$ cat src/hdl/stbg_pkg.sv
// Package for the sine tone burst generator: sizes, register indexes, controller
// states, command/status structs and the quarter-wave sine table.
// Used by stbg_controller, stbg_datapath and sine_tone_burst_generator.
`default_nettype none

package stbg_pkg;

   localparam int SINE_TABLE_BITS = 10;
   localparam int QUARTER_SIZE    = 1 << (SINE_TABLE_BITS - 2);
   localparam int ROM_ADDR_BITS   = SINE_TABLE_BITS - 1;

   localparam int PHASE_BITS  = 32;
   localparam int LENGTH_BITS = 20;
   localparam int INDEX_BITS  = 21;
   localparam int SAMPLE_BITS = 16;

   localparam int CSR_INDEX_BITS = 4;
   localparam int CSR_DATA_BITS  = 32;
   localparam logic [CSR_INDEX_BITS-1:0] CSR_PHASE_STEP   = CSR_INDEX_BITS'(0);
   localparam logic [CSR_INDEX_BITS-1:0] CSR_BURST_LENGTH = CSR_INDEX_BITS'(1);

   localparam int TONE_AMPLITUDE = 26000;
   localparam int RAMP_SAMPLES   = 320;
   localparam int FACTOR_BITS    = 9;
   localparam int PROD_BITS      = SAMPLE_BITS + FACTOR_BITS;

   // Division by 320 is a shift by 6 followed by division by 5, done as a
   // multiply by ceil(2^18/5); this is exact for every product that can occur.
   localparam int RAMP_SHIFT        = 6;
   localparam int SCALED_BITS       = PROD_BITS - RAMP_SHIFT;
   localparam int RECIP_MULT        = 52429;
   localparam int RECIP_MULT_BITS   = 16;
   localparam int RECIP_SHIFT       = 18;
   localparam int RECIP_BITS        = SCALED_BITS + RECIP_MULT_BITS;

   localparam longint unsigned HALF_PI_Q30 = 64'd1686629713;
   localparam longint unsigned ONE_Q30     = 64'd1 << 30;

   typedef logic [QUARTER_SIZE-1:0][SAMPLE_BITS-1:0] sine_rom_type;

   typedef enum logic [2:0] {
      ST_IDLE,
      ST_LOOKUP,
      ST_MULTIPLY,
      ST_DIVIDE,
      ST_FINISH
   } stbg_state_type;

   typedef struct packed {
      logic accept;
      logic lookup;
      logic multiply;
      logic divide;
      logic commit;
   } stbg_cmd_type;

   typedef struct packed {
      logic out_free;
   } stbg_status_type;

   // Truncating quotient by shift and subtract, used only while the table is built.
   function automatic longint unsigned quotient(input longint unsigned num,
                                                input longint unsigned den);
      longint unsigned rem;
      longint unsigned quo;
      rem = 64'd0;
      quo = 64'd0;
      for (int b = 63; b >= 0; b--) begin
         rem = {rem[62:0], num[b]};
         if (rem >= den) begin
            rem    = rem - den;
            quo[b] = 1'b1;
         end
      end
      return quo;
   endfunction

   // Entry k holds 26000*sin(pi/2*k/Q) from a Q30 Taylor series through x^11.
   function automatic logic [SAMPLE_BITS-1:0] sine_entry(input int unsigned k);
      longint unsigned x;
      longint unsigned x2;
      longint unsigned term;
      longint unsigned sum;
      longint unsigned div;
      int unsigned     n;
      x    = (HALF_PI_Q30 * 64'(k)) >> (SINE_TABLE_BITS - 2);
      x2   = (x * x) >> 30;
      term = x;
      sum  = x;
      for (n = 1; n <= 5; n++) begin
         div  = 64'(2 * n) * 64'(2 * n + 1);
         term = quotient((term * x2) >> 30, div);
         if (n[0]) begin
            sum = (sum >= term) ? sum - term : 64'd0;
         end else begin
            sum = sum + term;
         end
      end
      return SAMPLE_BITS'((sum * 64'(TONE_AMPLITUDE) + (ONE_Q30 >> 1)) >> 30);
   endfunction

   function automatic sine_rom_type build_sine_rom();
      sine_rom_type rom;
      int unsigned  k;
      for (k = 0; k < QUARTER_SIZE; k++) begin
         rom[k] = sine_entry(k);
      end
      return rom;
   endfunction

   localparam sine_rom_type SINE_ROM = build_sine_rom();
   localparam logic [SAMPLE_BITS-1:0] SINE_PEAK = sine_entry(QUARTER_SIZE);

endpackage

`default_nettype wire

$ cat src/hdl/stbg_controller.sv
// Sequencer of the sine tone burst generator: steps one transaction through
// lookup, multiply, divide and finish. Depends on stbg_pkg.
`default_nettype none

module stbg_controller (
   input  wire logic                      clock,
   input  wire logic                      reset,
   input  wire logic                      req_valid,
   output logic                           req_stall,
   input  stbg_pkg::stbg_status_type      status,
   output stbg_pkg::stbg_cmd_type         cmd
);

   stbg_pkg::stbg_state_type state_ff;
   stbg_pkg::stbg_state_type state_in;

   always_ff @(posedge clock) begin
      if (reset) begin
         state_ff <= stbg_pkg::ST_IDLE;
      end else begin
         state_ff <= state_in;
      end
   end

   always_comb begin
      state_in  = state_ff;
      cmd       = '0;
      req_stall = 1'b1;
      case (state_ff)
         stbg_pkg::ST_IDLE: begin
            req_stall = 1'b0;
            if (req_valid) begin
               cmd.accept = 1'b1;
               state_in   = stbg_pkg::ST_LOOKUP;
            end
         end
         stbg_pkg::ST_LOOKUP: begin
            cmd.lookup = 1'b1;
            state_in   = stbg_pkg::ST_MULTIPLY;
         end
         stbg_pkg::ST_MULTIPLY: begin
            cmd.multiply = 1'b1;
            state_in     = stbg_pkg::ST_DIVIDE;
         end
         stbg_pkg::ST_DIVIDE: begin
            cmd.divide = 1'b1;
            state_in   = stbg_pkg::ST_FINISH;
         end
         stbg_pkg::ST_FINISH: begin
            if (status.out_free) begin
               cmd.commit = 1'b1;
               state_in   = stbg_pkg::ST_IDLE;
            end
         end
         default: begin
            state_in = stbg_pkg::ST_IDLE;
         end
      endcase
   end

endmodule

`default_nettype wire

$ cat src/hdl/stbg_datapath.sv
// Datapath of the sine tone burst generator: configuration registers, phase and
// index state, sine table lookup, envelope scaling and the result register.
// Depends on stbg_pkg.
`default_nettype none

module stbg_datapath (
   input  wire logic                                    clock,
   input  wire logic                                    reset,
   input  wire logic                                    req_start_req,
   input  stbg_pkg::stbg_cmd_type                       cmd,
   output stbg_pkg::stbg_status_type                    status,
   input  wire logic                                    csr_write,
   input  wire logic [stbg_pkg::CSR_INDEX_BITS-1:0]     csr_index,
   input  wire logic [stbg_pkg::CSR_DATA_BITS-1:0]      csr_wdata,
   output logic                                         rsp_valid,
   input  wire logic                                    rsp_stall,
   output logic signed [stbg_pkg::SAMPLE_BITS-1:0]      rsp_sample,
   output logic                                         rsp_active,
   output logic                                         rsp_last
);

   localparam int TB = stbg_pkg::SINE_TABLE_BITS;
   localparam int AB = stbg_pkg::ROM_ADDR_BITS;
   localparam logic [AB-1:0] QUARTER_ADDR = AB'(stbg_pkg::QUARTER_SIZE);

   logic [stbg_pkg::PHASE_BITS-1:0]  phase_step_ff, phase_step_in;
   logic [stbg_pkg::LENGTH_BITS-1:0] burst_length_ff, burst_length_in;
   logic [stbg_pkg::PHASE_BITS-1:0]  phase_acc_ff, phase_acc_in;
   logic [stbg_pkg::INDEX_BITS-1:0]  sample_index_ff, sample_index_in;
   logic                             burst_on_ff, burst_on_in;

   logic [stbg_pkg::SAMPLE_BITS-1:0] mag_ff, mag_in;
   logic                             neg_ff, neg_in;
   logic                             env_ff, env_in;
   logic                             fin_ff, fin_in;
   logic [stbg_pkg::FACTOR_BITS-1:0] factor_ff, factor_in;
   logic [stbg_pkg::PROD_BITS-1:0]   prod_ff, prod_in;
   logic [stbg_pkg::RECIP_BITS-1:0]  recip_ff, recip_in;

   logic                                    rsp_valid_ff, rsp_valid_in;
   logic signed [stbg_pkg::SAMPLE_BITS-1:0] rsp_sample_ff, rsp_sample_in;
   logic                                    rsp_active_ff, rsp_active_in;
   logic                                    rsp_last_ff, rsp_last_in;

   logic [TB-1:0]                    phase_top;
   logic [1:0]                       quad;
   logic [AB-1:0]                    rom_addr;
   logic [stbg_pkg::SAMPLE_BITS-1:0] rom_data;
   logic [stbg_pkg::INDEX_BITS-1:0]  len_ext;
   logic [stbg_pkg::LENGTH_BITS-1:0] down_start;
   logic [stbg_pkg::INDEX_BITS-1:0]  down_num;
   logic                             ramp_up;
   logic                             ramp_down;
   logic [stbg_pkg::SAMPLE_BITS-1:0] mag_final;

   always_comb begin
      phase_top  = phase_acc_ff[stbg_pkg::PHASE_BITS-1 -: TB];
      quad       = phase_top[TB-1 -: 2];
      rom_addr   = quad[0] ? QUARTER_ADDR - {1'b0, phase_top[TB-3:0]}
                           : {1'b0, phase_top[TB-3:0]};
      rom_data   = rom_addr[AB-1] ? stbg_pkg::SINE_PEAK
                                  : stbg_pkg::SINE_ROM[rom_addr[AB-2:0]];
      len_ext    = {1'b0, burst_length_ff};
      down_start = burst_length_ff - stbg_pkg::LENGTH_BITS'(stbg_pkg::RAMP_SAMPLES);
      ramp_up    = sample_index_ff < stbg_pkg::INDEX_BITS'(stbg_pkg::RAMP_SAMPLES);
      ramp_down  = (burst_length_ff >= stbg_pkg::LENGTH_BITS'(stbg_pkg::RAMP_SAMPLES)) &&
                   (sample_index_ff > {1'b0, down_start});
      down_num   = (len_ext > sample_index_ff) ? len_ext - sample_index_ff : '0;
      mag_final  = env_ff ? recip_ff[stbg_pkg::RECIP_SHIFT +: stbg_pkg::SAMPLE_BITS] : mag_ff;
   end

   always_comb begin
      phase_step_in   = phase_step_ff;
      burst_length_in = burst_length_ff;
      phase_acc_in    = phase_acc_ff;
      sample_index_in = sample_index_ff;
      burst_on_in     = burst_on_ff;
      mag_in          = mag_ff;
      neg_in          = neg_ff;
      env_in          = env_ff;
      fin_in          = fin_ff;
      factor_in       = factor_ff;
      prod_in         = prod_ff;
      recip_in        = recip_ff;
      rsp_sample_in   = rsp_sample_ff;
      rsp_active_in   = rsp_active_ff;
      rsp_last_in     = rsp_last_ff;
      rsp_valid_in    = rsp_valid_ff && rsp_stall;

      if (csr_write) begin
         if (csr_index == stbg_pkg::CSR_PHASE_STEP) begin
            phase_step_in = csr_wdata[stbg_pkg::PHASE_BITS-1:0];
         end else if (csr_index == stbg_pkg::CSR_BURST_LENGTH) begin
            burst_length_in = csr_wdata[stbg_pkg::LENGTH_BITS-1:0];
         end
      end

      if (cmd.accept && req_start_req) begin
         phase_acc_in    = '0;
         sample_index_in = '0;
         burst_on_in     = (burst_length_ff != '0);
      end

      if (cmd.lookup) begin
         mag_in = rom_data;
         neg_in = quad[1];
         env_in = ramp_up || ramp_down;
         fin_in = ({1'b0, sample_index_ff} + 1'b1) >= {2'b0, burst_length_ff};
         factor_in = ramp_up ? sample_index_ff[stbg_pkg::FACTOR_BITS-1:0]
                             : down_num[stbg_pkg::FACTOR_BITS-1:0];
      end

      if (cmd.multiply) begin
         prod_in = stbg_pkg::PROD_BITS'(mag_ff) * stbg_pkg::PROD_BITS'(factor_ff);
      end

      if (cmd.divide) begin
         recip_in = stbg_pkg::RECIP_BITS'(prod_ff[stbg_pkg::PROD_BITS-1:stbg_pkg::RAMP_SHIFT]) *
                    stbg_pkg::RECIP_BITS'(stbg_pkg::RECIP_MULT);
      end

      if (cmd.commit) begin
         rsp_valid_in  = 1'b1;
         rsp_active_in = burst_on_ff;
         rsp_last_in   = burst_on_ff && fin_ff;
         if (!burst_on_ff) begin
            rsp_sample_in = '0;
         end else if (neg_ff) begin
            rsp_sample_in = -$signed(mag_final);
         end else begin
            rsp_sample_in = $signed(mag_final);
         end
         if (burst_on_ff) begin
            phase_acc_in    = phase_acc_ff + phase_step_ff;
            sample_index_in = sample_index_ff + 1'b1;
            burst_on_in     = !fin_ff;
         end
      end
   end

   always_ff @(posedge clock) begin
      if (reset) begin
         phase_step_ff   <= '0;
         burst_length_ff <= '0;
         phase_acc_ff    <= '0;
         sample_index_ff <= '0;
         burst_on_ff     <= 1'b0;
         rsp_valid_ff    <= 1'b0;
      end else begin
         phase_step_ff   <= phase_step_in;
         burst_length_ff <= burst_length_in;
         phase_acc_ff    <= phase_acc_in;
         sample_index_ff <= sample_index_in;
         burst_on_ff     <= burst_on_in;
         rsp_valid_ff    <= rsp_valid_in;
      end
   end

   always_ff @(posedge clock) begin
      mag_ff        <= mag_in;
      neg_ff        <= neg_in;
      env_ff        <= env_in;
      fin_ff        <= fin_in;
      factor_ff     <= factor_in;
      prod_ff       <= prod_in;
      recip_ff      <= recip_in;
      rsp_sample_ff <= rsp_sample_in;
      rsp_active_ff <= rsp_active_in;
      rsp_last_ff   <= rsp_last_in;
   end

   assign status.out_free = !rsp_valid_ff || !rsp_stall;
   assign rsp_valid       = rsp_valid_ff;
   assign rsp_sample      = rsp_sample_ff;
   assign rsp_active      = rsp_active_ff;
   assign rsp_last        = rsp_last_ff;

   a_idle_result_zero: assert property (@(posedge clock) disable iff (reset)
      cmd.commit && !burst_on_ff |=> rsp_sample_ff == '0 && !rsp_last_ff && !rsp_active_ff)
      else $error("idle transaction produced a nonzero result");

   a_last_ends_burst: assert property (@(posedge clock) disable iff (reset)
      cmd.commit && burst_on_ff && fin_ff |=> !burst_on_ff)
      else $error("burst continued after its last sample");

   a_sample_in_range: assert property (@(posedge clock) disable iff (reset)
      rsp_valid_ff |-> rsp_sample_ff <= 16'sd26000 && rsp_sample_ff >= -16'sd26000)
      else $error("sample outside the tone amplitude");

   a_commit_needs_room: assert property (@(posedge clock) disable iff (reset)
      cmd.commit |-> !rsp_valid_ff || !rsp_stall)
      else $error("result register overwritten while held");

endmodule

`default_nettype wire

$ cat src/hdl/sine_tone_burst_generator.sv
// Sequence: a transaction accepted in the idle state passes the lookup, multiply
// and divide states; its result is loaded into the output register in the finish
// state, and a stalled output holds the sequencer there. A new transaction is
// taken only in the idle state, once the four-step sequencer (table lookup,
// envelope multiply, reciprocal multiply, result load) is through with the last.
// Reset: synchronous; clears configuration, phase, index and burst state and
// the output valid. The sine table is constant logic and needs no fill.
`default_nettype none

module sine_tone_burst_generator (
   input  wire logic                                    clock,
   input  wire logic                                    reset,
   input  wire logic                                    req_valid,
   output logic                                         req_stall,
   input  wire logic                                    req_start_req,
   output logic                                         rsp_valid,
   input  wire logic                                    rsp_stall,
   output logic signed [stbg_pkg::SAMPLE_BITS-1:0]      rsp_sample,
   output logic                                         rsp_active,
   output logic                                         rsp_last,
   input  wire logic                                    csr_valid,
   output logic                                         csr_ready,
   input  wire logic [stbg_pkg::CSR_INDEX_BITS-1:0]     csr_index,
   input  wire logic [stbg_pkg::CSR_DATA_BITS-1:0]      csr_wdata
);

   stbg_pkg::stbg_cmd_type    cmd;
   stbg_pkg::stbg_status_type status;

   assign csr_ready = 1'b1;

   stbg_controller u_controller (
      .clock     (clock),
      .reset     (reset),
      .req_valid (req_valid),
      .req_stall (req_stall),
      .status    (status),
      .cmd       (cmd)
   );

   stbg_datapath u_datapath (
      .clock         (clock),
      .reset         (reset),
      .req_start_req (req_start_req),
      .cmd           (cmd),
      .status        (status),
      .csr_write     (csr_valid && csr_ready),
      .csr_index     (csr_index),
      .csr_wdata     (csr_wdata),
      .rsp_valid     (rsp_valid),
      .rsp_stall     (rsp_stall),
      .rsp_sample    (rsp_sample),
      .rsp_active    (rsp_active),
      .rsp_last      (rsp_last)
   );

endmodule

`default_nettype wire
$ cat config.mk
export PLATFORM = sky130hd
export DESIGN_NAME = sine_tone_burst_generator
export DESIGN_NICKNAME = d
export VERILOG_FILES = /design/src/hdl/stbg_pkg.sv /design/src/hdl/stbg_controller.sv /design/src/hdl/stbg_datapath.sv /design/src/hdl/sine_tone_burst_generator.sv
export SDC_FILE = /design/constraint.sdc
export NUM_CORES = 1
export LEC_CHECK = 0
export BUFFER_PORTS_ARGS = -buffer_cell sky130_fd_sc_hd__buf_2
export CAP_MARGIN = 20
export CELL_PAD_IN_SITES_DETAIL_PLACEMENT = 0
export CELL_PAD_IN_SITES_GLOBAL_PLACEMENT = 1
export CORE_MARGIN = 5
export CORE_UTILIZATION = 50
export DETAILED_ROUTE_END_ITERATION = 8
export PLACE_DENSITY = 0.91
export SYNTH_ARGS = -nofsm -noshare
export SYNTH_HDL_FRONTEND = slang
export SYNTH_SLANG_ARGS = --single-unit
$ cat constraint.sdc
create_clock -name clock -period 7.8 [get_ports clock]
set_input_delay 0.78 -clock clock [delete_from_list [all_inputs] [get_ports clock]]
set_output_delay 0.78 -clock clock [all_outputs]
set_load 0.01 [all_outputs]
==> summary.md <==
| Metric | Value |
|---|---|
| Status | finished, final reports clean |
| Share of cells above drive strength 1 | 5.62% |
| Row cnt | 81 |
| CTS buffer count | 17 |
| Setup-failing EPs final | 0 |
| Synth top area share | 15.7% |
| CP Class | reg -> reg |
| Fin area | roughly 26000 um2 |
| Worst-path clk slew | 0.09 ns |
| CP arrival | between 6 and 7 ns |
| Die Height | roughly 230 um |
| Worst skew pair latency | between 0.4 and 0.5 ns |
| Post-DRT Antenna Nets | 0 |
| Grt total ovfl | 0 |
| Drt first pass iters | 6 |
| R2r setup slk | around 1.6 ns |
| EDFF count, synth | 80 |
| Gpl congestion | roughly 0.97 |
| VDD IR max | 431 uV |
| CTS tree | done |
| H-tree Lvls | 4 |
| Hold_sp | u_datapath.phase_acc_ff[31]$_SDFF_PP0_ |
| Distinct cells, synth | 94 |
| GRT Resource Usage Total | 28.0% |
| RR Endpoint | u_datapath.recip_ff[32]$_DFFE_PP_ |
| Antenna violations before repair | 1 |
| Final Max Slew Viols | 0 |
| Startpoint types | register |
| FILL cells | around 4600 |
| Max-cap viol count | 0 |
| CP max-delay cell | o41ai_1 |
| Fin cells | approximately 3600 |
| Setup_tns | 0 ns |
| Max_slew headroom | between 20% and 30% |
| Syn Nets | about 3500 |
| Worst Path Required | ~8 ns |
| Worst-case clock buffer depth | 2 |
| Clk sinks | 190 |
| Via density | around 6.2 |
| Detailed Route Iter0 Violations | between 2000 and 2500 |
| Buffers on Ports | 61 |
| Final Cycle Share | between 70 and 80% |
| Placed Area | ~25000 um2 |
| Warnings from Yosys | 0 |
| I/O pins | between 60 and 70 |
| Total Routed Length | between 70000 and 80000 um |
| Final Skew | roughly 0.024 ns |
| Synth Cell Area | ~24000 um2 |
| Post-CTS Setup Inserts | 0 |
| CP Capture Type | register |
| Ys async rst share | 0% |
| Leakage power figure | 0.0116 uW |
| Pin count of the biggest net entering global routing | 84 |
| First-pass GRT wire length | around 120000 um |
| Final #Nets | 3471 |
| RSZ-0062 raised after global routing | no |
| Diode count | 0 |
| P&R area growth vs syn | 5.11% |
| Vias in the first global route | around 22000 |
| Post-synthesis average cell area | 8.18 um2 |
| Period minus WS final | 6.21 ns |
| Post-route DRC | 0 |
| Starting density of the core | approximately half |
| Core outline area | 48600 um2 |
| Yosys reg bits | 190 |
| Cts hold-fix bufs | 0 |
| DIE AREA | between 50000 and 60000 um2 |
| Inst Count DP | 3541 |
| Crit Reg-Reg Startpoint | u_datapath.prod_ff[7]$_DFFE_PN_ |
| Top_reg_cell synth | dfxtp_1 |
| PwrDens | approximately 290 nW/um2 |
| DP HPWL | about 57000 um |
| Commonest non-fill, non-tap cell in the layout | nand2_1 |
| Slowest stage delay, CP | approximately 0.64 ns |
| Overall die width | between 200 and 250 um |
| Worst hold stages | 0 |
| Pin slew with the least headroom to its limit | roughly 1.1 ns |
| Top cell type by total area after synthesis | fa_1 |
| Crit-path max FO | 6 |
| WHS Endpoint | u_datapath.neg_ff$_DFFE_PP_ |
| Seq/Total Area, Yosys | between 10% and 20% |
| Area contributors post-synth | fa_1, ha_1, edfxtp_1 |
| R2R cell count | 20 |
| Via Count | 22100 |
| Worst Hold Class | reg -> reg |
| Most frequent CP cell | fa_1 |
| Clk root buf | clkbuf_16 |
| Highest Clock Rate | about 0.16 GHz |
| Crit path cell chain | ha_1 -> xor2_1 -> ha_1 -> a21o_1 -> fa_1 -> fa_1 -> fa_1 -> inv_1 -> fa_1 -> inv_1 -> ha_1 -> a21oi_1 -> nor2b_1 -> o21ai_0 -> nand2b_1 -> a311oi_1 -> a21oi_1 -> o41ai_1 -> o21bai_1 -> xor2_1 |
| Final hold violations | 0 |
| Gate Count Post-Synth | ~3000 |
| Post-CTS Resized | 0 |
| Most frequent cells in the layout | nand2_1, inv_1, ha_1 |
| Routed len/inst | between 20 and 25 um |
## per-layer routing
layer,track usage [%],vias to the layer above,wire length (um)
met1,38.6,10600,32900
met5,0,-,0
met2,44.3,1047,34100
met4,10.9,0,2970
li1,-,10200,-
met3,4.89,231,5870
## kinds of logic (layout without fill, tap and decap cells)
family                   after synthesis  after routing  synth area share, %
AND/OR/NAND/NOR                      932            932                 17.9
XOR/XNOR                             112            112                 4.10
adder cells (fa/ha/maj)              490            490                 31.0
buffers and inverters                535            495                 8.65
multiplexers                          18             18                0.839
flip-flops                           190            190                 18.8
other                                  1              1               0.0153
AO/OA/AOI/OAI                        714            714                 18.7
## cells in the mapped netlist, drive strengths merged, types with 17 or more instances
master	n
a211oi	31
a21o	43
a21oi	231
a311oi	17
a31oi	34
and2	81
and3	30
buf	61
clkbuf	104
dfxtp	110
edfxtp	80
fa	192
ha	298
inv	370
nand2	373
nand3	80
nand4	18
nor2	178
nor2b	27
nor3	72
o211ai	32
o21a	27
o21ai	157
o311ai	23
xnor2	75
xor2	37
## cell type report
class | count | area (um2) | area share (%)
clock buffer | 17 | 425 | 1.65
clock inverter | 15 | 156 | 0.608
inverter | 370 | 1390 | 5.40
multi-input combinational | 2267 | 17800 | 69.2
sequential | 190 | 4600 | 17.9
tap | 622 | 778 | 3.03
timing repair buffer | 93 | 556 | 2.16
## metrics by stage
stage	utilization [%]	power, uW	setup WS, ns	hold WS (ns)
4_1_cts	52.8	7430	1.62	0.462
6_report	52.9	7390	1.59	0.463
3_3_place_gp	51.6	6370	1.77	0.445
3_5_place_dp	51.6	6470	1.71	0.446
2_1_floorplan	-	5320	2.13	0.420
5_1_grt	52.9	8240	1.36	0.482
## worst max-delay path by stage
stage | startpoint | end | slack, ns | cells after the start
floorplan | u_datapath.prod_ff[17]$_DFFE_PN_ | u_datapath.recip_ff[32]$_DFFE_PP_ | 2.13 | 19
CTS | u_datapath.prod_ff[8]$_DFFE_PN_ | u_datapath.recip_ff[32]$_DFFE_PP_ | 1.62 | 20
global route | u_datapath.prod_ff[8]$_DFFE_PN_ | u_datapath.recip_ff[32]$_DFFE_PP_ | 1.36 | 20
global placement | u_datapath.prod_ff[17]$_DFFE_PN_ | u_datapath.recip_ff[32]$_DFFE_PP_ | 1.77 | 19
detailed placement | u_datapath.prod_ff[8]$_DFFE_PN_ | u_datapath.recip_ff[32]$_DFFE_PP_ | 1.71 | 20
finish | u_datapath.prod_ff[7]$_DFFE_PN_ | u_datapath.recip_ff[32]$_DFFE_PP_ | 1.59 | 20
## worst max-delay path: cells and delay by family, from the launching register on
family	cells	cell delay [ns]
compound gates	7	1.75
xor+xnor	2	0.34
fa+ha+maj	7	3.04
buf+inv	2	0.09
flops	1	0.51
simple gates	2	0.22
## report_power, final
group,switching [uW],internal [uW],total [uW]
Clock,445,451,896
Sequential,68.3,1310,1380
Combinational,2920,2200,5120
Total,3430,3960,7390
## registers in the layout, summed over array words and instances (netlist names)
signal and flops:
u_controller.state_ff 3, u_datapath.burst_length_ff 20, u_datapath.burst_on_ff 1, u_datapath.env_ff 1, u_datapath.factor_ff 9, u_datapath.fin_ff 1, u_datapath.mag_ff 15, u_datapath.neg_ff 1
u_datapath.phase_acc_ff 32, u_datapath.phase_step_ff 32, u_datapath.prod_ff 19, u_datapath.recip_ff 16, u_datapath.rsp_active 1, u_datapath.rsp_last 1, u_datapath.rsp_sample 16, u_datapath.rsp_valid 1
u_datapath.sample_index_ff 21
(Power assumes the default switching activity.)
